[config.mk]
export PLATFORM = sky130hd
export DESIGN_NAME = lpse_cal
export DESIGN_NICKNAME = d
export VERILOG_FILES = /design/src/sv/lpse_pkg.sv /design/src/sv/lpse_cal.sv
export SDC_FILE = /design/constraint.sdc
export NUM_CORES = 1
export LEC_CHECK = 0
export BUFFER_PORTS_ARGS = -buffer_cell sky130_fd_sc_hd__clkbuf_2
export CAP_MARGIN = 20
export CORE_ASPECT_RATIO = 1.4
export CORE_MARGIN = 5
export CORE_UTILIZATION = 45
export CTS_CLUSTER_DIAMETER = 60
export DETAILED_ROUTE_END_ITERATION = 16
export HOLD_SLACK_MARGIN = 0.08
export PLACE_DENSITY = 0.66
export REMOVE_ABC_BUFFERS = 1
export SYNTH_ARGS = -nofsm -noshare
export SYNTH_HDL_FRONTEND = slang
export SYNTH_SLANG_ARGS = --single-unit
[constraint.sdc]
create_clock -name clk -period 8.4 [get_ports clk]
set_clock_uncertainty 0.1 [all_clocks]
set_input_delay 0.42 -clock clk [delete_from_list [all_inputs] [get_ports clk]]
set_output_delay 0.42 -clock clk [all_outputs]
set_load 0.01 [all_outputs]
[src/sv/lpse_pkg.sv]
`default_nettype none

package lpse_pkg;

  // sensor row
  localparam int NSENS = 6;
  localparam int NSEG  = 4;

  // widths: calibrated reading, curve coefficient, level, quotient bits
  localparam int RW = 18;
  localparam int CW = 26;
  localparam int LW = 26;
  localparam int QW = 25;

  // calibration: x = 1280*|s - offset| + span/64, reading = x / (span/32)
  localparam int XW       = 27;
  localparam int RSH      = 27;
  localparam int CAL_GAIN = 1280;
  localparam int CAL_LAT  = 4;

  typedef logic signed [RW-1:0] rdg_t;
  typedef logic signed [CW-1:0] coef_t;
  typedef logic signed [LW-1:0] lvl_t;

  localparam logic [15:0] CAL_OFFSET [NSENS] = '{
    16'd18944, 16'd14272, 16'd15424, 16'd13376, 16'd8192, 16'd5632
  };

  localparam logic [9:0] CAL_HALF [NSENS] = '{
    10'(44224 / 64), 10'(48896 / 64), 10'(47808 / 64),
    10'(49856 / 64), 10'(54656 / 64), 10'(47936 / 64)
  };

  localparam logic [10:0] CAL_DEN [NSENS] = '{
    11'(44224 / 32), 11'(48896 / 32), 11'(47808 / 32),
    11'(49856 / 32), 11'(54656 / 32), 11'(47936 / 32)
  };

  localparam logic [16:0] CAL_RECIP [NSENS] = '{
    17'((1 << RSH) / (44224 / 32)), 17'((1 << RSH) / (48896 / 32)),
    17'((1 << RSH) / (47808 / 32)), 17'((1 << RSH) / (49856 / 32)),
    17'((1 << RSH) / (54656 / 32)), 17'((1 << RSH) / (47936 / 32))
  };

  localparam lvl_t LVL_HI = LW'(262143);
  localparam lvl_t LVL_LO = -LW'(262144);

  // one later segment as seen by its selection cell
  typedef struct packed {
    logic vld;
    lvl_t vlvl;
    rdg_t rl;
    rdg_t rr;
  } seg_in_t;

endpackage

`default_nettype wire

[src/sv/lpse_cal.sv]
`default_nettype none

module lpse_cal import lpse_pkg::*; #(
  parameter int LANE = 0
) (
  input  logic        clk,
  input  logic        en,
  input  logic [15:0] sample,
  output rdg_t        rdg
);

  logic [16:0]   diff;
  logic [16:0]   mag;
  logic [XW-1:0] x1, x2, x3;
  logic          neg1, neg2, neg3;
  logic [XW+16:0] prod2;
  logic [16:0]   q0;
  logic [16:0]   q3;
  logic [XW:0]   t3;
  logic [XW-1:0] rem;
  logic [16:0]   q;
  rdg_t          qs;

  // offset removal and magnitude
  assign diff = {1'b0, sample} - {1'b0, CAL_OFFSET[LANE]};
  assign mag  = diff[16] ? (17'd0 - diff) : diff;

  // reciprocal estimate, then one correction step
  assign q0  = prod2[XW+16:RSH];
  assign rem = x3 - t3[XW-1:0];
  assign q   = q3 + {16'd0, (rem >= XW'(CAL_DEN[LANE]))};
  assign qs  = RW'(q);

  always_ff @(posedge clk) begin
    if (en) begin
      x1    <= XW'(mag * CAL_GAIN) + XW'(CAL_HALF[LANE]);
      neg1  <= diff[16];
      prod2 <= x1 * CAL_RECIP[LANE];
      x2    <= x1;
      neg2  <= neg1;
      t3    <= q0 * CAL_DEN[LANE];
      q3    <= q0;
      x3    <= x2;
      neg3  <= neg2;
      rdg   <= neg3 ? -qs : qs;
    end
  end

endmodule

`default_nettype wire

## Yosys cells after proc, flatten, opt, wreduce, memory -nomap -nowiden

Cells that the tools add are included.

| word-level totals | value |
|---|---|
| latch bits | 0 |
| output and inout bits | 18 |
| flip-flop bits (word level) | 188 |
| word-level logic and storage cells | 23 |
| input bits | 18 |
| memory bits (writable) | 0 |
| memory bits (read-only) | 0 |
| memories | 0 |

| cells by class | value |
|---|---|
| magnitude comparators | 1 |
| $mul | 3 |
| shift operators | 0 |
| equality and inequality tests | 0 |
| add/sub/neg operators | 6 |
| divide/modulo/power cells | 0 |
| reduce and logical (&&, ||, !) cells | 0 |
| mux-type cells | 2 |
| bitwise operators | 0 |

Operators by type and width:

| kind | number |
|---|---|
| multiplier 27 x 16 -> 43 bit (second input constant) | 1 |
| 2-to-1 mux 17 bit | 2 |
| adder 27 x 10 -> 27 bit (second input constant) | 1 |
| >= comparator 27 x 11 -> 1 bit (second input constant) | 1 |
| subtractor 27 bit | 1 |
| multiplier 17 x 10 -> 26 bit (second input constant) | 1 |
| multiplier 17 x 3 -> 19 bit (second input constant) | 1 |
| negator 17 -> 18 bit | 1 |
| adder 17 x 1 -> 17 bit | 1 |
| subtractor 1 x 17 -> 17 bit (first input constant) | 1 |
| subtractor 16 x 15 -> 17 bit (second input constant) | 1 |

## Depth between registers and ports, before layout

| depth | value |
|---|---|
| depth in word-level cells | 5 |
| mapped depth | 23 |

## Worst setup path before layout

No wires, ideal clock.

| timing path | value |
|---|---|
| path kind | flip-flop to flip-flop |
| start point | reg x1[9] |
| end point | reg prod2[43] (data pin) |
| arrival time | 5.863 ns |
| path buffers | 0 |
| stages on the path, launching flop included | 23 |
| period minus slack after synthesis | 6.222 ns |
| path slack | 2.178 ns |
| setup time | 0.259 ns |
| cells stage by stage | edfxtp_1 inv_1 ha_1 inv_1 fa_1 inv_1 fa_1 inv_1 fa_1 inv_1 fa_1 inv_1 fa_1 ha_1 o21ai_0 o21a_1 o41a_1 a2111oi_0 nor2_1 o2111ai_1 a21o_1 a21oi_1 xnor2_1 |

| on the way | value |
|---|---|
| longest elaborated chain between the ends | 1 |

RTL lines:

| what | line | text |
|---|---|---|
| from (decl) | lpse_cal.sv:14 | `logic [XW-1:0] x1, x2, x3;` |
| from (signal assigned) | lpse_cal.sv:36 | `x1 <= XW'(mag * CAL_GAIN) + XW'(CAL_HALF[LANE]);` |
| multiplier 27 x 16 -> 43 bit | lpse_cal.sv:38 | `prod2 <= x1 * CAL_RECIP[LANE];` |
| to (signal assigned) | lpse_cal.sv:38 |  |
| to (decl) | lpse_cal.sv:16 | `logic [XW+16:0] prod2;` |

No other way between the ends.
A chain may end at the register's enable or synchronous reset.

## Worst setup path after layout

Ends and elaborated chain as after synthesis.

==> metrics.cfg <==
[floorplan]
row_count = 85
ios = 36
core_um2 = 38500
die_width_um = 177
start_util = 0.455
die_y_um = 243
dieArea_um2 = 43000

[cells_and_area]
fin_area_um2 = 18900
seq_area_um2 = 4110
nFillCells = 3573
final_common_cell = inv_1
multiInputGateArea_um2 = 11800
area_growth_syn_to_layout_pct = 7.66
final_cell_mix = inv_1 (419), ha_1 (288), fa_1 (207)
finalNetCount = 2246
layout-drive-gt1-share = 0.0493
diodes = 0

[sta]
timing.fmax_mhz = 139
setup_viol = 0
relSlewSlack = 0.258
period_share = 0.857
hold_viol_final = 0
final_max_slew_viol_count = 0
min_period_ps = 7200
worstMarginPinSlew_ps = 1080
tns_ps = 0
rsz0062_at_grt = no

[setup_path]
cp-endpoint = prod2[43]
r2r_end = prod2[43]
path_cells = inv_1, ha_1, inv_1, fa_1, inv_1, fa_1, inv_1, fa_1, inv_1, fa_1, inv_1, fa_1, ha_1, o21ai_0, o21a_1, o41a_1, a2111oi_0, nor2_1, o2111ai_1, a21o_1, a21oi_1, xnor2_1
cp.arrival_ps = 7280
worstPathRequired_ps = 8490
crit_path_start = x1[9]
cp_num_cells = 22
worstPathMaxFanout = 7
cp_slowest_cell = a2111oi_0
r2r_slack_ps = 1200
start_kind = flip-flop
max_stage_delay_ps = 980
crit_type = reg -> reg
crit_buf_inv = 6
crit_family = adder cells
r2r_cells = 22
r2r-start = x1[9]
end_kind = flip-flop
cpMostUsedCell = inv_1

[synth]
synth-async-reset-ratio = 0
synth_edf_count = 137
ys_seq_area_frac = 0.235
yosysUniqueCellTypes = 69
synth_cells = 1691
ys_seq_elements = 137
synth.avg_cell_area_um2 = 10.4
ys_warn_count = 0
syn_area_um2 = 17500
ys.flop_type = edfxtp_1

[route]
drt-total-wl_mm = 36.4
drt-initial-drc-count = 455
drc = 0
drt_first_pass_iters = 5
dr_total_vias = 11600
wl_per_cell_um = 16.0
vias_per_cell = 5.10
ant_nets = 0

[global_route]
antenna_found_initial = 0
grt_max_degree = 76
track_usage = 0.180
grt-ovfl-total = 0
grt_pass1_wl_mm = 61.1
grt_pass1_vias = 12500

[min_path]
hold_class = in -> reg

[placed_design]
dpl.hpwl_mm = 30.5
place_congestion = 0.929
io_buffers = 35
placed_area_um2 = 18300

[status]
status = complete, no violations

[clock_network]
cts_buffers = 17
clk-insertion-delay-late_ps = 440
clock_path_buffers = 2
cts_root_buffer = clkbuf_16
postCtsHoldBufs = 0
cts_sinks = 137
clk_pin_slew_worst_paths_ps = 60
h-tree-depth = 4
cts_tree = yes
cts_setup_buffers = 0
cts-resized-gates = 0

[run]
drv_cap = 0

[final cells by class]
| cell class | instances | area share |
|---|---|---|
| timing repair buffer | 36 | 0.0100 |
| sequential | 137 | 0.218 |
| clock buffer | 19 | 0.0230 |
| clock inverter | 13 | 0.00644 |
| tap | 522 | 0.0346 |
| inverter | 419 | 0.0834 |
| multi-input combinational | 1122 | 0.624 |
[through the flow]
stage / util / setup WS [ps] / instances / hold WS, ps
after global routing: 0.490 / 840 / 2268 / 156
final: 0.490 / 1200 / 2268 / 157
after global placement: 0.475 / 1210 / 2236 / 300
after CTS: 0.490 / 1130 / 2268 / 135
after floorplan: - / 2180 / 1678 / 300
after detailed placement: 0.475 / 1160 / 2236 / 305
[routing by layer]
metal  vias to the layer above  share of wire  global-route usage
met2                       191           0.55               0.337
met1                      5634           0.38               0.200
met4                         0          0.043              0.0790
met5                         -              0                   0
met3                        74          0.028              0.0247
li1                       5669              -                   -
[worst min path at each step]
stage	from	to	slack [ps]	cells past startpoint
global route	sample[0]	x1[8]	160	1
finish	sample[0]	x1[8]	160	1
global placement	x2[19]	x3[19]	300	0
CTS	sample[0]	x1[8]	140	1
detailed placement	x2[21]	x3[21]	300	0
floorplan	neg1	neg2	300	0
[cells in the mapped netlist (7+ instances only)]
master	count	area share
clkbuf_1	9	0.0019
a21o_1	18	0.0077
o21ai_0	34	0.0097
xor2_1	46	0.023
nand2b_1	7	0.0025
a31oi_1	9	0.0032
o21bai_1	11	0.0047
nand3_1	30	0.0086
and3_1	9	0.0032
xnor2_1	84	0.042
nor3_1	24	0.0069
inv_1	419	0.090
nor2_1	62	0.013
or2_2	7	0.0025
nand4_1	9	0.0032
a211oi_1	13	0.0056
nor2b_1	13	0.0046
edfxtp_1	137	0.23
nand2_1	63	0.014
fa_1	207	0.24
o21a_1	12	0.0051
ha_1	288	0.21
a21oi_1	63	0.018
o21ai_1	8	0.0023
o211ai_1	11	0.0047
[worst register-to-register path, cell delays in order, from the launching register on]
cell	delay (ps)
edfxtp_1	520
inv_1	340
ha_1	290
inv_1	70
fa_1	470
inv_1	50
fa_1	470
inv_1	50
fa_1	530
inv_1	50
fa_1	530
inv_1	50
fa_1	470
ha_1	310
o21ai_0	90
o21a_1	180
o41a_1	470
a2111oi_0	980
nor2_1	190
o2111ai_1	350
a21o_1	200
a21oi_1	80
xnor2_1	120
[flip-flops by register name, summed over array words and instances (netlist names)]
signal / flops
x1: 19
neg2: 1
x2: 19
rdg: 18
prod2: 17
q3: 17
x3: 19
t3: 25
neg1: 1
neg3: 1
[kinds of logic after synthesis]
group / Yosys count / share of synthesized area
other: 1 / 0.000214
multiplexers: 7 / 0.00407
XOR/XNOR: 130 / 0.0650
AO/OA/AOI/OAI: 223 / 0.0839
adder cells (fa/ha/maj): 495 / 0.442
buffers and inverters: 432 / 0.0929
AND/OR/NAND/NOR: 266 / 0.0768
flip-flops: 137 / 0.235
Power is left out: the tool's default activity adds up to more than one toggle a clock period on the data nets, which glitch-free logic cannot reach.
