## src/sv/lpse_pkg.sv

```systemverilog
`default_nettype none

package lpse_pkg;

  // sensor row
  localparam int NSENS = 6;
  localparam int NSEG  = 4;

  // widths: calibrated reading, curve coefficient, level, quotient bits
  localparam int RW = 18;
  localparam int CW = 26;
  localparam int LW = 26;
  localparam int QW = 25;

  // calibration: x = 1280*|s - offset| + span/64, reading = x / (span/32)
  localparam int XW       = 27;
  localparam int RSH      = 27;
  localparam int CAL_GAIN = 1280;
  localparam int CAL_LAT  = 4;

  typedef logic signed [RW-1:0] rdg_t;
  typedef logic signed [CW-1:0] coef_t;
  typedef logic signed [LW-1:0] lvl_t;

  localparam logic [15:0] CAL_OFFSET [NSENS] = '{
    16'd18944, 16'd14272, 16'd15424, 16'd13376, 16'd8192, 16'd5632
  };

  localparam logic [9:0] CAL_HALF [NSENS] = '{
    10'(44224 / 64), 10'(48896 / 64), 10'(47808 / 64),
    10'(49856 / 64), 10'(54656 / 64), 10'(47936 / 64)
  };

  localparam logic [10:0] CAL_DEN [NSENS] = '{
    11'(44224 / 32), 11'(48896 / 32), 11'(47808 / 32),
    11'(49856 / 32), 11'(54656 / 32), 11'(47936 / 32)
  };

  localparam logic [16:0] CAL_RECIP [NSENS] = '{
    17'((1 << RSH) / (44224 / 32)), 17'((1 << RSH) / (48896 / 32)),
    17'((1 << RSH) / (47808 / 32)), 17'((1 << RSH) / (49856 / 32)),
    17'((1 << RSH) / (54656 / 32)), 17'((1 << RSH) / (47936 / 32))
  };

  localparam lvl_t LVL_HI = LW'(262143);
  localparam lvl_t LVL_LO = -LW'(262144);

  // one later segment as seen by its selection cell
  typedef struct packed {
    logic vld;
    lvl_t vlvl;
    rdg_t rl;
    rdg_t rr;
  } seg_in_t;

endpackage

`default_nettype wire

```

## src/sv/lpse_div.sv

```systemverilog
`default_nettype none

module lpse_div import lpse_pkg::*; #(
  parameter int NW = 34,
  parameter int DW = 28
) (
  input  logic          clk,
  input  logic          en,
  input  logic [NW-1:0] num,
  input  logic [DW-1:0] den,
  output logic [QW-1:0] quo
);

  logic [DW-1:0] rem_r [1:QW-1];
  logic [QW-1:0] low_r [1:QW-1];
  logic [DW-1:0] dvs_r [1:QW-1];
  logic [QW-1:0] quo_r [1:QW];

  // one quotient bit per stage
  for (genvar i = 0; i < QW; i++) begin : g_stage
    logic [DW-1:0] rem_in;
    logic [QW-1:0] low_in;
    logic [DW-1:0] dvs_in;
    logic [QW-1:0] quo_in;
    logic [DW:0]   trial;
    logic [DW:0]   diff;
    logic          ge;

    if (i == 0) begin : g_head
      assign rem_in = DW'(num >> QW);
      assign low_in = num[QW-1:0];
      assign dvs_in = den;
      assign quo_in = '0;
    end else begin : g_body
      assign rem_in = rem_r[i];
      assign low_in = low_r[i];
      assign dvs_in = dvs_r[i];
      assign quo_in = quo_r[i];
    end

    assign trial = {rem_in, low_in[QW-1]};
    assign diff  = trial - {1'b0, dvs_in};
    assign ge    = (trial >= {1'b0, dvs_in});

    always_ff @(posedge clk) begin
      if (en) begin
        quo_r[i+1] <= {quo_in[QW-2:0], ge};
      end
    end

    if (i < QW - 1) begin : g_carry
      always_ff @(posedge clk) begin
        if (en) begin
          rem_r[i+1] <= ge ? diff[DW-1:0] : trial[DW-1:0];
          low_r[i+1] <= {low_in[QW-2:0], 1'b0};
          dvs_r[i+1] <= dvs_in;
        end
      end
    end
  end

  assign quo = quo_r[QW];

endmodule

`default_nettype wire

```

## config.mk

```make
export PLATFORM = sky130hd
export DESIGN_NAME = lpse_div
export DESIGN_NICKNAME = d
export VERILOG_FILES = /design/src/sv/lpse_pkg.sv /design/src/sv/lpse_div.sv
export SDC_FILE = /design/constraint.sdc
export NUM_CORES = 2
export LEC_CHECK = 0
export BUFFER_PORTS_ARGS = -buffer_cell sky130_fd_sc_hd__buf_2
export CORE_MARGIN = 2
export CORE_UTILIZATION = 61
export CTS_CLUSTER_SIZE = 20
export DETAILED_ROUTE_END_ITERATION = 8
export PLACE_DENSITY = 0.88
export SLEW_MARGIN = 20
export SYNTH_ARGS = -nofsm -noshare
export SYNTH_HDL_FRONTEND = slang
export SYNTH_SLANG_ARGS = --single-unit
```

## constraint.sdc

```tcl
create_clock -name clk -period 5.05 [get_ports clk]
set_clock_uncertainty 0.2 [all_clocks]
set_input_delay 0.505 -clock clk [delete_from_list [all_inputs] [get_ports clk]]
set_output_delay 0.505 -clock clk [all_outputs]
set_load 0.01 [all_outputs]
```

* Yosys cells after proc, flatten, opt, wreduce, memory -nomap -nowiden *
Memories as Yosys holds them, arrays and structs flattened.
Cells that the tools add are included.

storage, ports and cells
  register bits = 0
  memory bits (writable) = 2545
  input bits = 64
  output and inout bits = 25
  memories = 4

memory list
  name   words  bits a word  read ports  clocked after memory_dff  write ports  RTL line        source
  dvs_r  24     28           24          0                         24           lpse_div.sv:16  logic [DW-1:0] dvs_r [1:QW-1];
  rem_r  24     28           24          0                         24           lpse_div.sv:14  logic [DW-1:0] rem_r [1:QW-1];
  quo_r  25     25           25          0                         25           lpse_div.sv:17  logic [QW-1:0] quo_r [1:QW];
  low_r  24     24           24          0                         24           lpse_div.sv:15  logic [QW-1:0] low_r [1:QW-1];

cells by class
  add/subtract/negate cells = 24
  magnitude comparators = 25
  muxes and demuxes = 26

operators by type and width
  kind            count
  $ge 29x28->1    24
  $mux 28         24
  $sub 28x28->28  23
  $ge 10x28->1    1
  $sub 10x28->28  1
  $mux 1          2

* Longest topological paths before layout *
An unclocked memory read counts as a cell.

  depth after elaboration = 3
  gate-level depth with buffers = 16
  mapped depth without buffers = 14

* Least setup slack after synthesis *
No wires, ideal clock.

  path type = reg-to-reg
  from = register rem_r[0][120] (netlist name)
  to = register rem_r[0][161] (netlist name)
  arrival time = 3283 ps
  required time = 4590 ps
  slack = 1307 ps
  stages on the path, launching flop included = 14
  path buffers = 3
  clock period less this slack = 3743 ps
  cell sequence = edfxtp_1 -> ha_1 -> clkbuf_1 -> and3_1 -> a221o_1 -> a221o_1 -> a221oi_2 -> o311ai_1 -> a21oi_1 -> o211ai_1 -> a41oi_1 -> buf_4 -> buf_4 -> mux2_2

==> qor.csv <==
metric,value,unit
placed cell count,10300,
Placer Congestion,0.973,
wire length of the first global-routing pass,338,mm
area of the mapped netlist,100000,um2
post-synthesis async set-or-reset flop share,0,%
Final Max Tran Viols,0,
Remaining DRCs,0,
syn_nets,8868,
top_reg_cell synth,edfxtp_1,
RR Endpoint,rem_r[1][59],
pre-CTS setup slack,0.563,ns
startpoint type of the worst setup path,flop,
Root Buffer,clkbuf_16,
depth of the worst register-to-register path,12,
slowest cell on the critical path,nor2_4,
Tcrit/Tclk final,92.2,%
Pre-Repair DR Iteration Count,8,
Tot GR Track Use,25.2,%
drt via density,5.99,
Nets,9165,
port bufs,88,
total power,70.3,mW
Max-Cap Viols,0,
CTS sink cnt,1969,
worst vdd ir,480,uV
initial antenna violation count,2,
Post-Synthesis Cells,8098,
status,completed,
Hold Path Class,primary input to flop,
post-synthesis sequential area ratio,58.9,%
initial core utilization,61.5,%
Worst Max-Slew Pin Slew,1.14,ns
Die H,410,um
crit path max fanout,44,
wire length per cell,19.8,um
Post-synth EDFFs,1969,
pin count of the biggest net entering global routing,142,
Reg-to-Reg Start,dvs_r[0][477],
DP Area,104000,um2
Leakage,45.1,nW
layout cells sized above 1,9.79,%
setup TNS,0,ns
P per Cell Area,633,nW/um2
non-filler instance count after layout,10700,
routed vias,64400,
TritonCTS clock tree,yes,
Worst EP arrival,5.04,ns
Boundary Pins,89,
clk slew on worst S/H paths,0.07,ns
Slew HR,23.8,%
hold_sp,en,
CP dominant cell by count,a211oi_1,
register bit total from synthesis,1969,
final setup margin,0.392,ns
"Distinct cells, synth",88,
postcts setup bufs,0,
Setup-failing EPs final,0,
number of global-route vias before repair,64000,
Setup Crit Path Kind,flop to flop,
Synth Warn #,0,
ANT nets after route,0,
Area Growth Syn to Fin,10.6,%
clock buffer depth,3,
max frequency,215,MHz
GR Overflow Total,0,
core box area,163000,um2
chip width,410,um
final WL,213,mm
Initial DRC Count,6354,
crit path time final,4.66,ns
Hold Path End,dvs_r[0][38],
Crit. End Element,flop,
R2R Setup Slk,0.39,ns
Clock Latency Late Sink,0.85,ns
CP Data Required Time,5.43,ns
worst-path cell chain,inv_1 -> ha_1 -> nor2b_1 -> o21a_1 -> o21ai_1 -> a211oi_1 -> a211o_1 -> a211oi_1 -> o31ai_1 -> a2111oi_2 -> nor2_4 -> mux2_2,
hpwl dp,151,mm
"Avg Cell Area, Syn",12.4,um2
Worst path max stage delay,0.84,ns
die area,168000,um2
Hold Path Depth,1,
Num CTS Buffers,201,
filler cell count,11000,
RSZ-0062 raised after global routing,no,
final instance area,111000,um2
htree depth,4,
final hold vios,0,
num rows,148,
==> cells in the mapped netlist, types with 18 or more instances <==
cell / instances / share of area (%)
a21boi_0: 35 / 0.26
edfxtp_1: 1969 / 59
o21bai_1: 59 / 0.44
mux2_2: 300 / 3.4
ha_1: 682 / 8.5
a211o_1: 25 / 0.22
a21o_1: 339 / 2.5
or2_2: 30 / 0.19
buf_2: 40 / 0.20
a211oi_1: 45 / 0.34
o21ai_0: 417 / 2.1
nand3_1: 115 / 0.57
xnor2_1: 324 / 2.8
and2_1: 19 / 0.12
a31oi_1: 63 / 0.39
inv_1: 832 / 3.1
xor2_1: 208 / 1.8
or3_1: 28 / 0.17
o31ai_1: 44 / 0.33
nand2b_1: 96 / 0.60
o31a_1: 18 / 0.16
nor2_1: 448 / 1.7
a21oi_1: 641 / 3.2
nand2_1: 450 / 1.7
nor4_1: 25 / 0.16
nor3_1: 75 / 0.37
o21a_1: 78 / 0.58
nand4_1: 95 / 0.59
nor2b_1: 101 / 0.63
clkbuf_1: 94 / 0.35
mux2i_1: 27 / 0.27
and3_1: 56 / 0.35
fa_1: 24 / 0.48
a31o_2: 18 / 0.16
==> worst max-delay path, delay by kind of cell (launching register included) <==
kind,cells,cell delay (ns)
adder cells (fa/ha/maj),1,0.30
buffers and inverters,1,0.06
multiplexers,1,0.42
flip-flops,1,0.41
AND/OR/NAND/NOR,2,1.02
AO/OA/AOI/OAI,7,1.95
==> state kept, by name (all words and copies together), names as in the netlist <==
signal	count
rem_r	672
quo_r	325
low_r	300
dvs_r	672
==> placed cells by master (no fill, tap or decap), types with 101 or more instances in the layout <==
| cell | instances |
|---|---|
| edfxtp_1 | 1969 |
| nand3_1 | 115 |
| a21oi_1 | 639 |
| o21ai_0 | 417 |
| xnor2_1 | 324 |
| clkbuf_16 | 202 |
| a21o_1 | 339 |
| inv_1 | 832 |
| ha_1 | 682 |
| mux2_2 | 300 |
| xor2_1 | 208 |
| nor2b_1 | 101 |
| nand2_1 | 450 |
| nor2_1 | 447 |
==> metrics by stage <==
step	utilization [%]	hold WS [ns]
final	68.0	0.131
after global routing	68.0	0.136
after CTS	68.0	0.0969
after detailed placement	63.7	0.205
after global placement	63.7	0.200
after floorplan	-	0.200
==> power breakdown <==
group | leakage (nW) | internal [mW] | switching, mW | total, mW
combinational | 22.7 | 13.4 | 16.7 | 30.1
clock | 3.10 | 8.24 | 6.22 | 14.5
sequential | 19.2 | 23.5 | 2.19 | 25.7
==> metal layers <==
metal / up-vias / track usage [%] / share of wire [%]
met2: 2137 / 42.7 / 49
met5: - / 0 / 0
met3: 450 / 3.66 / 5.7
met4: 0 / 9.79 / 3.7
met1: 31200 / 32.8 / 42
li1: 30600 / - / -
==> cell families after synthesis <==
logic type / count (synthesis) / synth area share [%]
and+or+nand+nor: 1596 / 7.59
DFF: 1969 / 58.9
muxes: 329 / 3.66
buffers and inverters: 980 / 3.72
AOI/OAI and AO/OA: 1986 / 12.5
adders and majority gates: 706 / 8.98
xor gates and xnor gates: 532 / 4.64
==> what timing repair did <==
action	CTS	global route
gates resized for setup	0	0
setup endpoints to repair	0	0
hold buffers	62	0
endpoints found under the hold margin	62	0
==> worst max path at each step <==
stage / from / end / slack, ns
3_3_place_gp: dvs_r[0][287] / rem_r[0][324] / 0.69
6_report: dvs_r[0][477] / rem_r[1][59] / 0.39
5_1_grt: dvs_r[0][477] / rem_r[1][70] / 0.13
2_1_floorplan: rem_r[0][120] / rem_r[0][161] / 1.31
3_5_place_dp: dvs_r[0][477] / rem_r[1][59] / 0.56
4_1_cts: dvs_r[0][477] / rem_r[1][59] / 0.48
==> layout make-up <==
type	count	area, um2	area share (%)
Clock buffer	253	5250	4.73
Sequential cell	1969	59100	53.3
Antenna cell	1	2.50	0.00225
Inverter	834	3130	2.82
Clock inverter	117	1150	1.04
Tap cell	2175	2720	2.45
Multi-Input combinational cell	5149	37600	33.9
Timing Repair Buffer	240	2010	1.81
Note: power is estimated with default switching activity, not from simulation.
