$ cat src/sv/lpse_pkg.sv
`default_nettype none

package lpse_pkg;

  // sensor row
  localparam int NSENS = 6;
  localparam int NSEG  = 4;

  // widths: calibrated reading, curve coefficient, level, quotient bits
  localparam int RW = 18;
  localparam int CW = 26;
  localparam int LW = 26;
  localparam int QW = 25;

  // calibration: x = 1280*|s - offset| + span/64, reading = x / (span/32)
  localparam int XW       = 27;
  localparam int RSH      = 27;
  localparam int CAL_GAIN = 1280;
  localparam int CAL_LAT  = 4;

  typedef logic signed [RW-1:0] rdg_t;
  typedef logic signed [CW-1:0] coef_t;
  typedef logic signed [LW-1:0] lvl_t;

  localparam logic [15:0] CAL_OFFSET [NSENS] = '{
    16'd18944, 16'd14272, 16'd15424, 16'd13376, 16'd8192, 16'd5632
  };

  localparam logic [9:0] CAL_HALF [NSENS] = '{
    10'(44224 / 64), 10'(48896 / 64), 10'(47808 / 64),
    10'(49856 / 64), 10'(54656 / 64), 10'(47936 / 64)
  };

  localparam logic [10:0] CAL_DEN [NSENS] = '{
    11'(44224 / 32), 11'(48896 / 32), 11'(47808 / 32),
    11'(49856 / 32), 11'(54656 / 32), 11'(47936 / 32)
  };

  localparam logic [16:0] CAL_RECIP [NSENS] = '{
    17'((1 << RSH) / (44224 / 32)), 17'((1 << RSH) / (48896 / 32)),
    17'((1 << RSH) / (47808 / 32)), 17'((1 << RSH) / (49856 / 32)),
    17'((1 << RSH) / (54656 / 32)), 17'((1 << RSH) / (47936 / 32))
  };

  localparam lvl_t LVL_HI = LW'(262143);
  localparam lvl_t LVL_LO = -LW'(262144);

  // one later segment as seen by its selection cell
  typedef struct packed {
    logic vld;
    lvl_t vlvl;
    rdg_t rl;
    rdg_t rr;
  } seg_in_t;

endpackage

`default_nettype wire

$ cat src/sv/lpse_seg.sv
`default_nettype none

module lpse_seg import lpse_pkg::*; #(
  parameter int PW = 11
) (
  input  logic                 clk,
  input  logic                 en,
  input  seg_in_t              cin,
  input  logic signed [PW-1:0] vpos,
  input  logic signed [PW-1:0] spl,
  input  logic signed [PW-1:0] spr,
  input  logic signed [PW-1:0] pos_in,
  input  lvl_t                 lvl_in,
  output logic signed [PW-1:0] pos_out,
  output lvl_t                 lvl_out
);

  lvl_t rl_x, rr_x;

  assign rl_x = LW'(cin.rl);
  assign rr_x = LW'(cin.rr);

  // take vertex if lower, else a lower end, else hold the running minimum
  always_ff @(posedge clk) begin
    if (en) begin
      if (cin.vld && (lvl_in > cin.vlvl)) begin
        pos_out <= vpos;
        lvl_out <= cin.vlvl;
      end else if ((lvl_in > rl_x) || (lvl_in > rr_x)) begin
        if (rl_x < rr_x) begin
          pos_out <= spl;
          lvl_out <= rl_x;
        end else begin
          pos_out <= spr;
          lvl_out <= rr_x;
        end
      end else begin
        pos_out <= pos_in;
        lvl_out <= lvl_in;
      end
    end
  end

endmodule

`default_nettype wire

$ cat config.mk
export PLATFORM = sky130hd
export DESIGN_NAME = lpse_seg
export DESIGN_NICKNAME = d
export VERILOG_FILES = /design/src/sv/lpse_pkg.sv /design/src/sv/lpse_seg.sv
export SDC_FILE = /design/constraint.sdc
export NUM_CORES = 1
export LEC_CHECK = 0
export ABC_CLOCK_PERIOD_IN_PS = 3800
export BUFFER_PORTS_ARGS = -buffer_cell sky130_fd_sc_hd__buf_2
export CAP_MARGIN = 20
export CORE_MARGIN = 2
export CORE_UTILIZATION = 51
export DETAILED_ROUTE_END_ITERATION = 10
export PLACE_DENSITY = 0.83
export SLEW_MARGIN = 20
export SYNTH_ARGS = -nofsm -noshare
export SYNTH_HDL_FRONTEND = slang
export SYNTH_SLANG_ARGS = --single-unit
$ cat constraint.sdc
create_clock -name clk -period 3.8 [get_ports clk]
set_input_delay 0.38 -clock clk [delete_from_list [all_inputs] [get_ports clk]]
set_output_delay 0.38 -clock clk [all_outputs]
set_load 0.05 [all_outputs]
==> Word-level counts from Yosys, hierarchy flattened <==
Index checks and enable logic that the tools add are counted.
{ "word_totals": {"ff_bits": 37, "in_bits": 135, "out_inout_bits": 37, "wordCells": 14} }
{ "classes": {"order_cmp": 4, "n_mux": 6, "n_reduce_logical": 2} }
{ "ops": {"columns": ["cell", "count"], "rows": [
  ["26-bit 2-to-1 mux", 3],
  ["26-bit by 18-bit > comparator with 1-bit output", 2],
  ["11-bit 2-to-1 mux", 3],
  ["26-bit > comparator", 1],
  ["18-bit less-than comparator", 1],
  ["1-bit logical AND", 1],
  ["1-bit logical OR", 1]
]} }

==> Depth between registers and ports, before layout <==
Gate-level depths: netlist of run 1.
{ "logic_depth": {"word_depth": 4, "mapped_depth": 12, "mapped_depth_nobuf": 10} }

==> Worst setup path before layout of run 1 <==
OpenSTA, ideal clock, no wires.
{ "synth_timing": {"path_kind": "input -> register", "startpoint": "in cin[17] (netlist bit)", "endpoint": "reg lvl_out[10], data pin", "setup_ps": 266, "arrival_time_ps": 2509, "t_required_ps": 3534, "slack_ps": 1025, "stages": 12, "path_buffers": 2, "cell_sequence": "inv_1 > ha_1 > nand4_1 > nor4_2 > nand4_1 > o2111ai_2 > xor2_1 > o211ai_2 > buf_6 > buf_6 > mux2i_1 > o21ai_1"} }
{ "synth_via": {"elab_chain_len": 4, "word_cells_on_any_way": 6, "classes_between": "order compare (2); mux (3); reduce/logical (1)"} }
{ "synth_rtl": {"columns": ["item", "line", "rtl"], "rows": [
  ["from (decl)", "lpse_seg.sv:8", "input seg_in_t cin,"],
  ["26-bit by 18-bit > comparator with 1-bit output or 18-bit less-than comparator (tied branches)", "lpse_seg.sv:29, lpse_seg.sv:30", null],
  ["1-bit logical OR or 26-bit 2-to-1 mux (tied branches)", "lpse_seg.sv:29, lpse_seg.sv:30", null],
  ["26-bit 2-to-1 mux (*)", "lpse_seg.sv:29", "end else if ((lvl_in > rl_x) || (lvl_in > rr_x)) begin"],
  ["26-bit 2-to-1 mux (*)", "lpse_seg.sv:26", "if (cin.vld && (lvl_in > cin.vlvl)) begin"],
  ["to (signal assigned)", "lpse_seg.sv:28", "lvl_out <= cin.vlvl;"],
  ["to (signal assigned)", "lpse_seg.sv:32", "lvl_out <= rl_x;"],
  ["to (signal assigned)", "lpse_seg.sv:35", "lvl_out <= rr_x;"],
  ["to (decl)", "lpse_seg.sv:15", "output lvl_t lvl_out"]
]} }
Mark *: on every way between the ends. The rest lies on a longest branch, timed or not.
A chain may end at the register's enable or synchronous reset.

==> Worst setup path after layout of run 1 <==
{ "layout_timing": {"startpoint": "in cin[17] (netlist bit)", "endpoint": "reg lvl_out[15], data pin"} }
Same word-level chain as after synthesis.

==> results.md, run 1 <==
* Die Y at ~98 um
* Total CTS buffers at 5
* H-tree Lvls at 2
* Multi-input logic area at 3070 um^2
* Min cycle time layout at 3090 ps
* Setup crit end kind: register
* Final period utilization at 81.2%
* Post-CTS Hold Buffers at 0
* Post-route ant nets at 0
* Post-Syn Instances at 497
* Number of synthesized register bits at 37
* Number of synthesized flops with an enable pin at 37
* Outcome: complete, no violations
* Final wirelength at 13,000 um
* CP Launch Type: primary input
* Nets at 895
* Post-synth cell types at 47
* Fmax at between 300 and 400 MHz
* Grt ovf at 0
* Core Footprint at between 8000 and 9000 um^2
* Worst setup path startpoint: cin[17]
* Die ar. at 9600 um^2
* Syn_nets at 727
* Hpwl dp at 10,800 um
* Post-CTS setup buffers at 0
* Synth Area per Inst at approximately 9 um^2
* Slew headroom at around two fifths
* TritonCTS clock tree: built
* Sequential share of the synthesized area at 24.7%
* Cell Rows at 34
* GRT Util Overall at 26.8%
* Commonest non-fill, non-tap cell in the layout: buf_2
* Pin count of the biggest net entering global routing at 38
* Final setup TNS at 0 ps
* Port-buffer cells at 171
* Initial Util at 52.2%
* Setup WS pre-CTS at roughly 400 ps
* Clock transition at path regs at 90 ps
* Power Density at 346 nW/um^2
* Routability cong. at 0.956
* Arrival @ worst endpoint at 3140 ps
* Root Driver: clkbuf_8
* Cell leakage power at approximately 3 nW
* # diodes at 0
* Fillers at 748
* Initial antenna violation count at 0
* Die Wd at 98.0 um
* Hold Path Class: in2reg
* Max-cap violations at 0
* Hold wc startpoint: vpos[2]
* Layout cells sized above 1 at 30.6%
* Global-route wire length before repair at 21,000 um
* DRC Markers at 0
* Io pins at around 170
* Slew Viols, Final at 0
* Least-Margin Pin Slew at 900 ps
* Reg area at ~1100 um^2
* Setup WS post-layout at 713 ps
* Synth Flop Type: edfxtp_1
* Synth-to-Final Area Change at 24.3%
* Clk sinks at 37
* DR vias at 4,421
* CP required at 3860 ps
* Number of global-route vias before repair at 4,578
* Crit Path Max Fanout at 30
* CTS resizes at 0
* RSZ-0062 raised after global routing: false
* Setup Viol. Count Final at 0
* Commonest non-fill, non-tap cells in the layout: buf_2 (171), ha_1 (95), inv_1 (66), nand2_1 (56), mux2i_1 (44)
* VDD IR max at a little over 200 uV
* Clock buffer depth at 2
* Hold Vio Cnt, Final at 0
* YS warnings at 0
* Post-synth ARST share at 0%
* Critical path class: in2reg
* DRT iter0 DRCs at 158
* Wirelength per Cell at roughly 17 um
* Drt pass-1 iters at 4
* DR vias/cell at 5.71
* Synthesized area at 4510 um^2
==> where the power goes <==
group	internal, W	total, W	switching (W)	leakage (nW)
Clock	0.000194	0.000358	0.000164	0.0518
Combinational	0.000355	0.00101	0.000653	2.58
Sequential	0.000552	0.000571	0.0000192	0.362
Total	0.00110	0.00194	0.000837	2.99
==> cells by family after synthesis <==
kind of cell	count (synthesis)	synth area share [%]
AO/OA/AOI/OAI	117	16.7
XOR/XNOR	1	0.194
adder cells (fa/ha/maj)	95	26.4
buffers and inverters	82	7.58
flip-flops	37	24.7
multiplexers	57	13.0
AND/OR/NAND/NOR	108	11.5
==> state kept, by name, summed over array words and instances, names as in the netlist <==
| signal | count |
|---|---|
| pos_out | 11 |
| lvl_out | 26 |
==> path summary, 6_finish.rpt <==
path                       to  depth (start not counted)  slack [ps]
hold / removal     pos_out[2]                          3         370
setup / recovery  lvl_out[15]                         12         710
==> worst max-delay path: stages <==
cell and delay, ps:
buf_2 90, inv_1 150, ha_1 390, nand4_1 170, nor4_2 340, nand4_1 200, o2111ai_2 240, xor2_1 120
o211ai_4 430, buf_12 290, mux2i_1 240, o21ai_1 80
==> synth_stat cells (2+ instances only) <==
library cell / n / share of area, %
a2111oi_2: 2 / 0.67
a211oi_1: 6 / 1.0
a21o_1: 8 / 1.3
a21oi_1: 35 / 3.9
a221oi_1: 2 / 0.39
buf_2: 3 / 0.33
buf_4: 2 / 0.33
buf_6: 3 / 0.75
clkbuf_1: 6 / 0.50
edfxtp_1: 37 / 25
ha_1: 95 / 26
inv_1: 66 / 5.5
mux2_2: 11 / 2.7
mux2i_1: 45 / 10
nand2_1: 56 / 4.7
nand2b_1: 6 / 0.83
nand3_1: 10 / 1.1
nand4_1: 16 / 2.2
nor2_1: 9 / 0.75
nor3_1: 2 / 0.22
nor4_1: 2 / 0.28
nor4_2: 2 / 0.56
o21ai_0: 9 / 1.0
o21ai_1: 32 / 3.6
o221ai_1: 2 / 0.39
o311a_1: 9 / 2.0
==> routing by layer <==
| metal | GRT usage (%) | part of all wire (%) | up-vias |
|---|---|---|---|
| met5 | 0 | 0 | - |
| li1 | - | - | 2172 |
| met2 | 48.4 | 49 | 171 |
| met4 | 10.1 | 3.4 | 0 |
| met3 | 5.51 | 7.4 | 37 |
| met1 | 31.1 | 40 | 2041 |
==> metrics by stage <==
step / hold slack, ps / std cells / total power (W) / instance area (um^2) / util, %
2_1_floorplan: 492 / 497 / 0.00130 / 4510 / -
3_3_place_gp: 661 / 766 / 0.00155 / 5490 / 63.6
3_5_place_dp: 665 / 766 / 0.00159 / 5490 / 63.6
4_1_cts: 355 / 774 / 0.00195 / 5600 / 64.9
5_1_grt: 371 / 774 / 0.00205 / 5600 / 64.9
6_report: 365 / 774 / 0.00194 / 5600 / 64.9
==> layout make-up <==
cell class              instances  share of cell area, %
well taps                     108                   2.41
repair buffers                176                   16.4
inverters                      67                   4.49
clock buffers                   5                   1.23
multi-input cells             378                   54.9
flip-flops and latches         37                   19.8
clock inverters                 3                  0.737
(Power assumes the default switching activity.)
==> run 2, diff against run 1 <==
--- a/config.mk
+++ b/config.mk
@@ -5,13 +5,14 @@
 export SDC_FILE = /design/constraint.sdc
 export NUM_CORES = 1
 export LEC_CHECK = 0
-export ABC_CLOCK_PERIOD_IN_PS = 3800
+export ABC_AREA = 1
+export ABC_CLOCK_PERIOD_IN_PS = 2700
 export BUFFER_PORTS_ARGS = -buffer_cell sky130_fd_sc_hd__buf_2
 export CAP_MARGIN = 20
 export CORE_MARGIN = 2
-export CORE_UTILIZATION = 51
+export CORE_UTILIZATION = 48
 export DETAILED_ROUTE_END_ITERATION = 10
-export PLACE_DENSITY = 0.83
+export PLACE_DENSITY = 0.79
 export SLEW_MARGIN = 20
 export SYNTH_ARGS = -nofsm -noshare
 export SYNTH_HDL_FRONTEND = slang
==> constraint.sdc (replaced) <==
create_clock -name clk -period 2.7 [get_ports clk]
set_input_delay 0.27 -clock clk [delete_from_list [all_inputs] [get_ports clk]]
set_output_delay 0.27 -clock clk [all_outputs]
set_load 0.05 [all_outputs]
==> results.md, run 2 <==
* Slew headroom at approximately 36%
* Synth-to-Final Area Change at 20.5%
* Wirelength per Cell at ~15 um
* Most frequently used cell type in the post-synthesis netlist: nand2_1
* Final period utilization at 85.3%
* Cells after DPL at 1,092
* Grt ovf at 0
* Synth Area per Inst at 6.71 um^2
* Post-CTS Hold Buffers at 0
* Initial Util at 49.3%
* Core Footprint at 10,900 um^2
* Crit Path Max Fanout at 28
* DR vias/cell at ~5.4
* CP required at ~2700 ps
* Final setup TNS at 0 ps
* Synth area leaders: ha_1 (22%), edfxtp_1 (21%), nand2_1 (16%)
* Syn_nets at 1,029
* Post-route ant nets at 0
* DRT iter0 DRCs at 542
* Largest family of logic cells by synthesized area: simple AND/OR/NAND/NOR gates
* Adder-cell share of the synthesized area at 22.2%
* YS warnings at 0
* Pin count of the biggest net entering global routing at 38
* Final wirelength at ~16,000 um
* Power Density at 435 nW/um^2
* VDD IR max at roughly 290 uV
* WL met3 at about 1400 um
* Io pins at 172
* Met1 WL at between 6000 and 7000 um
* Commonest non-fill, non-tap cell in the layout: nand2_1
* Critical path class: in2reg
* TritonCTS clock tree: built
* Clock buffer depth at 2
* Highest metal used: met4
* Nets at 1,189
* Initial antenna violation count at 1
* Synth Area in Simple Gates at 39.2%
* Max reg flops at 26
* Fmax at 434 MHz
* Number of synthesized register bits at 37
* Layout cells sized above 1 at 21.3%
* Hold Vio Cnt, Final at 0
* Root Driver: clkbuf_8
* Clock transition at path regs at 90 ps
* Worst hold slack at 291 ps
* DR vias at slightly below 6,000
* Area leader, netlist: ha_1
* GRT Util Overall at 27.1%
* Setup crit end kind: register
* Post-synth ARST share at 0%
* CTS resizes at 0
* Min cycle time layout at 2300 ps
* Layout Cells excl Fill at 1,101
* Routability cong. at roughly 0.94
* Xor and xnor area share after synthesis at 0%
* Post-Syn Instances at about 800
* Global-route wire length before repair at 25,600 um
* Number of synthesized flops with an enable pin at 37
* Arrival @ worst endpoint at 2340 ps
* Hold Path Class: in2reg
* Drt pass-1 iters at 5
* Die ar. at 12,000 um^2
* Hpwl dp at 12,600 um
* Cell Rows at 38
* Proportion of synthesized area in mux cells at 0%
* Die Y at 110 um
* Number of global-route vias before repair at roughly 5,400
* Synth Flop Type: edfxtp_1
* DRC Markers at 0
* Top flop regs: lvl_out x26, pos_out x11
* RSZ-0062 raised after global routing: false
* CP Launch Type: primary input
* Top cells by count, synth: nand2_1 (230), inv_1 (131), nand3_1 (110), ha_1 (95), nand4_1 (41)
* Least-Margin Pin Slew at approximately 960 ps
* Cell leakage power at 3.83 nW
* Top cell type's share of synthesized area at 22.2%
* Total CTS buffers at 5
* Commonest non-fill, non-tap cells in the layout: nand2_1 (230), buf_2 (171), inv_1 (131), nand3_1 (110), ha_1 (95)
* Met2 Routed Length at 7610 um
* Reg with most FFs: lvl_out
* Max-cap violations at 0
* Sequential share of the synthesized area at 20.7%
* Setup Viol. Count Final at 0
* Port-buffer cells at 171
* H-tree Lvls at 2
* Clk sinks at 37
* Die Wd at approximately 110 um
* Slew Viols, Final at 0
* Synthesized area at 5370 um^2
* Outcome: complete, no violations
* Post-synth cell types at 30
* Compound-gate portion of the synthesized area at 5.25%
* Post-CTS setup buffers at 0
run 2: cell count changes after synthesis, sizes merged, moves of 34 or more:
cell	change
inv	+64
nand3	+101
o21ai	-34
nand2	+177
mux2i	-45
run 2: critical path, cell delays in order:
cell and delay, ps:
buf_2 70, inv_1 160, ha_1 410, nand2_1 80, nor2_1 150, nand2_1 110
nor2_1 140, o21ai_2 110, nand3_4 150, nand2_4 220, nand3_1 160, nand2_1 60
inv_1 60, nand2_1 50, nand3_1 60, nand2_1 70
run 2: final cells by class:
| cell class | count | area [um^2] |
|---|---|---|
| antenna | 1 | 2.50 |
| clock buffer | 5 | 68.8 |
| clock inverter | 3 | 17.5 |
| fill | 1051 | 4420 |
| inverter | 131 | 492 |
| multi-input combinational | 597 | 3580 |
| sequential | 37 | 1110 |
| tap | 140 | 175 |
| timing repair buffer | 187 | 1010 |
run 2: routing by layer:
layer | track usage [%] | vias to the layer above
li1 | - | 2977
met2 | 47.8 | 292
met4 | 9.04 | 0
met3 | 3.50 | 30
met5 | 0 | -
met1 | 34.1 | 2667
run 2: power breakdown:
group / total [W] / leakage, nW / switching [W] / internal (W)
logic: 0.00161 / 3.43 / 0.00110 / 0.000503
clock network: 0.000407 / 0.0456 / 0.000228 / 0.000179
registers: 0.000801 / 0.361 / 0.0000285 / 0.000772
run 2: path summary, 6_finish.rpt:
path	startpoint	to	slack, ps	cells after the start
hold / removal	vpos[1]	pos_out[1]	290	3
setup / recovery	cin[17]	lvl_out[16]	400	16
run 2: kinds of logic (layout without fill, tap and decap cells):
kind of cell    Yosys count  count (layout)
other cells               0               1
compound gates           50              50
fa+ha+maj                95              95
flops                    37              37
simple gates            452             452
buf+inv                 165             326
run 2: stage by stage:
| step | area (um^2) | setup slack, ps | utilization (%) | total power, W |
|---|---|---|---|---|
| 5_1_grt | 6460 | 133 | 59.4 | 0.00302 |
| 3_5_place_dp | 6380 | 80.9 | 58.6 | 0.00241 |
| 6_report | 6460 | 398 | 59.4 | 0.00281 |
| 3_3_place_gp | 6380 | 106 | 58.6 | 0.00239 |
| 4_1_cts | 6460 | 398 | 59.4 | 0.00282 |
| 2_1_floorplan | 5370 | 428 | - | 0.00194 |
==> run 3, diff against run 2 <==
--- a/config.mk
+++ b/config.mk
@@ -12,6 +12,7 @@
 export CORE_MARGIN = 2
 export CORE_UTILIZATION = 48
 export DETAILED_ROUTE_END_ITERATION = 10
+export MAX_ROUTING_LAYER = met4
 export PLACE_DENSITY = 0.79
 export SLEW_MARGIN = 20
 export SYNTH_ARGS = -nofsm -noshare
==> results.md, run 3 (synthesized netlist as in run 2, its figures left out) <==
* Outcome: complete, no violations
* DR vias at 5,957
* Post-route ant nets at 0
* Core Footprint at 10,900 um^2
* Min cycle time layout at between 2000 and 2500 ps
* TritonCTS clock tree: built
* Synth-to-Final Area Change at 20.5%
* Setup WS post-layout at 394 ps
* Final period utilization at 85.4%
* Wirelength per Cell at 14.7 um
* Power Density at around 440 nW/um^2
* Hold Vio Cnt, Final at 0
* Grt ovf at 0
* Root Driver: clkbuf_8
* Top flop regs: lvl_out x26, pos_out x11
* Post-CTS setup buffers at 0
* Clock buffer depth at 2
* Die ar. at 12,000 um^2
* Setup Viol. Count Final at 0
* Initial antenna violation count at 1
* DRC Markers at 0
* Least-Margin Pin Slew at 944 ps
* Layout cells sized above 1 at 21.3%
* Die Wd at 110 um
* CP Launch Type: primary input
* Clock transition at path regs at 90 ps
* Drt pass-1 iters at 6
* Die Y at 110 um
* Pin count of the biggest net entering global routing at 38
* Nets at approximately 1,200
* Commonest non-fill, non-tap cells in the layout: nand2_1 (230), buf_2 (171), inv_1 (131), nand3_1 (110), ha_1 (95)
* Hold Path Depth at 3
* RSZ-0062 raised after global routing: false
* Global-route wire length before repair at 25,600 um
* Final setup TNS at 0 ps
* DRT iter0 DRCs at 536
* Reg with most FFs: lvl_out
* Commonest non-fill, non-tap cell in the layout: nand2_1
* Critical path class: in2reg
* Port-buffer cells at 171
* CP required at 2740 ps
* Routability cong. at a little under 1
* Final wirelength at 16,200 um
* Fmax at 434 MHz
* H-tree Lvls at 2
* Hold wc startpoint: vpos[1]
* Hold EP: pos_out[1]
* Number of global-route vias before repair at roughly 5,400
* Setup crit end kind: register
* Total CTS buffers at 5
* DR vias/cell at 5.41
* Clk sinks at 37
* Arrival @ worst endpoint at 2350 ps
* Initial Util at between 40 and 50%
* Hold Path Class: in2reg
* Setup WS pre-CTS at just over 80 ps
* Fillers at about 1,100
* Io pins at 172
* Hpwl dp at 12,600 um
* Max-cap violations at 0
* Cell Rows at 38
* VDD IR max at 290 uV
* Slew headroom at 37.1%
* Crit Path Max Fanout at 28
* Cell leakage power at 3.83 nW
* GRT Util Overall at 27.9%
* Post-CTS Hold Buffers at 0
* Slew Viols, Final at 0
* Max reg flops at 26
* CTS resizes at 0
## run 3: cell counts in the layout (fill, tap and decap cells not counted)
No cell type changed its count.
## run 3: power by group
part	switching, W	internal (W)	total, W	leakage [nW]
clock	0.000229	0.000179	0.000408	0.0456
sequential	0.0000286	0.000772	0.000801	0.361
combinational	0.00110	0.000503	0.00161	3.43
total	0.00136	0.00145	0.00281	3.83
## run 3: worst max path at each step
stage,start,end
6_report,cin[17],lvl_out[16]
2_1_floorplan,cin[17],pos_out[0]
4_1_cts,cin[17],lvl_out[16]
3_3_place_gp,cin[17],lvl_out[16]
5_1_grt,cin[17],pos_out[0]
3_5_place_dp,cin[17],lvl_out[16]
## run 3: metal layers
metal	GRT usage, %	up-vias	wire length, um
met3	3.38	27	1550
met2	47.8	298	7690
met1	34.1	2654	6650
met4	9.04	0	320
li1	-	2978	-
met5	-	-	0
## run 3: critical path: stages
cell and delay (ps):
buf_2 70, inv_1 160, ha_1 410, nand2_1 80, nor2_1 150, nand2_1 110, nor2_1 150, o21ai_2 110
nand3_4 150, nand2_4 220, nand3_1 160, nand2_1 60, inv_1 60, nand2_1 50, nand3_1 60, nand2_1 70
## run 3: through the flow
stage	utilization (%)	power, W	area, um^2	hold slack (ps)	cells
2_1_floorplan	-	0.00194	5370	382	799
3_3_place_gp	58.6	0.00239	6380	599	1092
3_5_place_dp	58.6	0.00241	6380	603	1092
4_1_cts	59.4	0.00282	6460	284	1100
5_1_grt	59.4	0.00302	6460	300	1101
6_report	59.4	0.00281	6460	290	1101
## run 3: final cells by class
cell class	instances	area, um^2	area share, %
tap	140	175	2.71
sequential	37	1110	17.2
clock buffer	5	68.8	1.06
inverter	131	492	7.61
clock inverter	3	17.5	0.271
antenna	1	2.50	0.0387
multi-input combinational	597	3580	55.4
timing repair buffer	187	1010	15.7
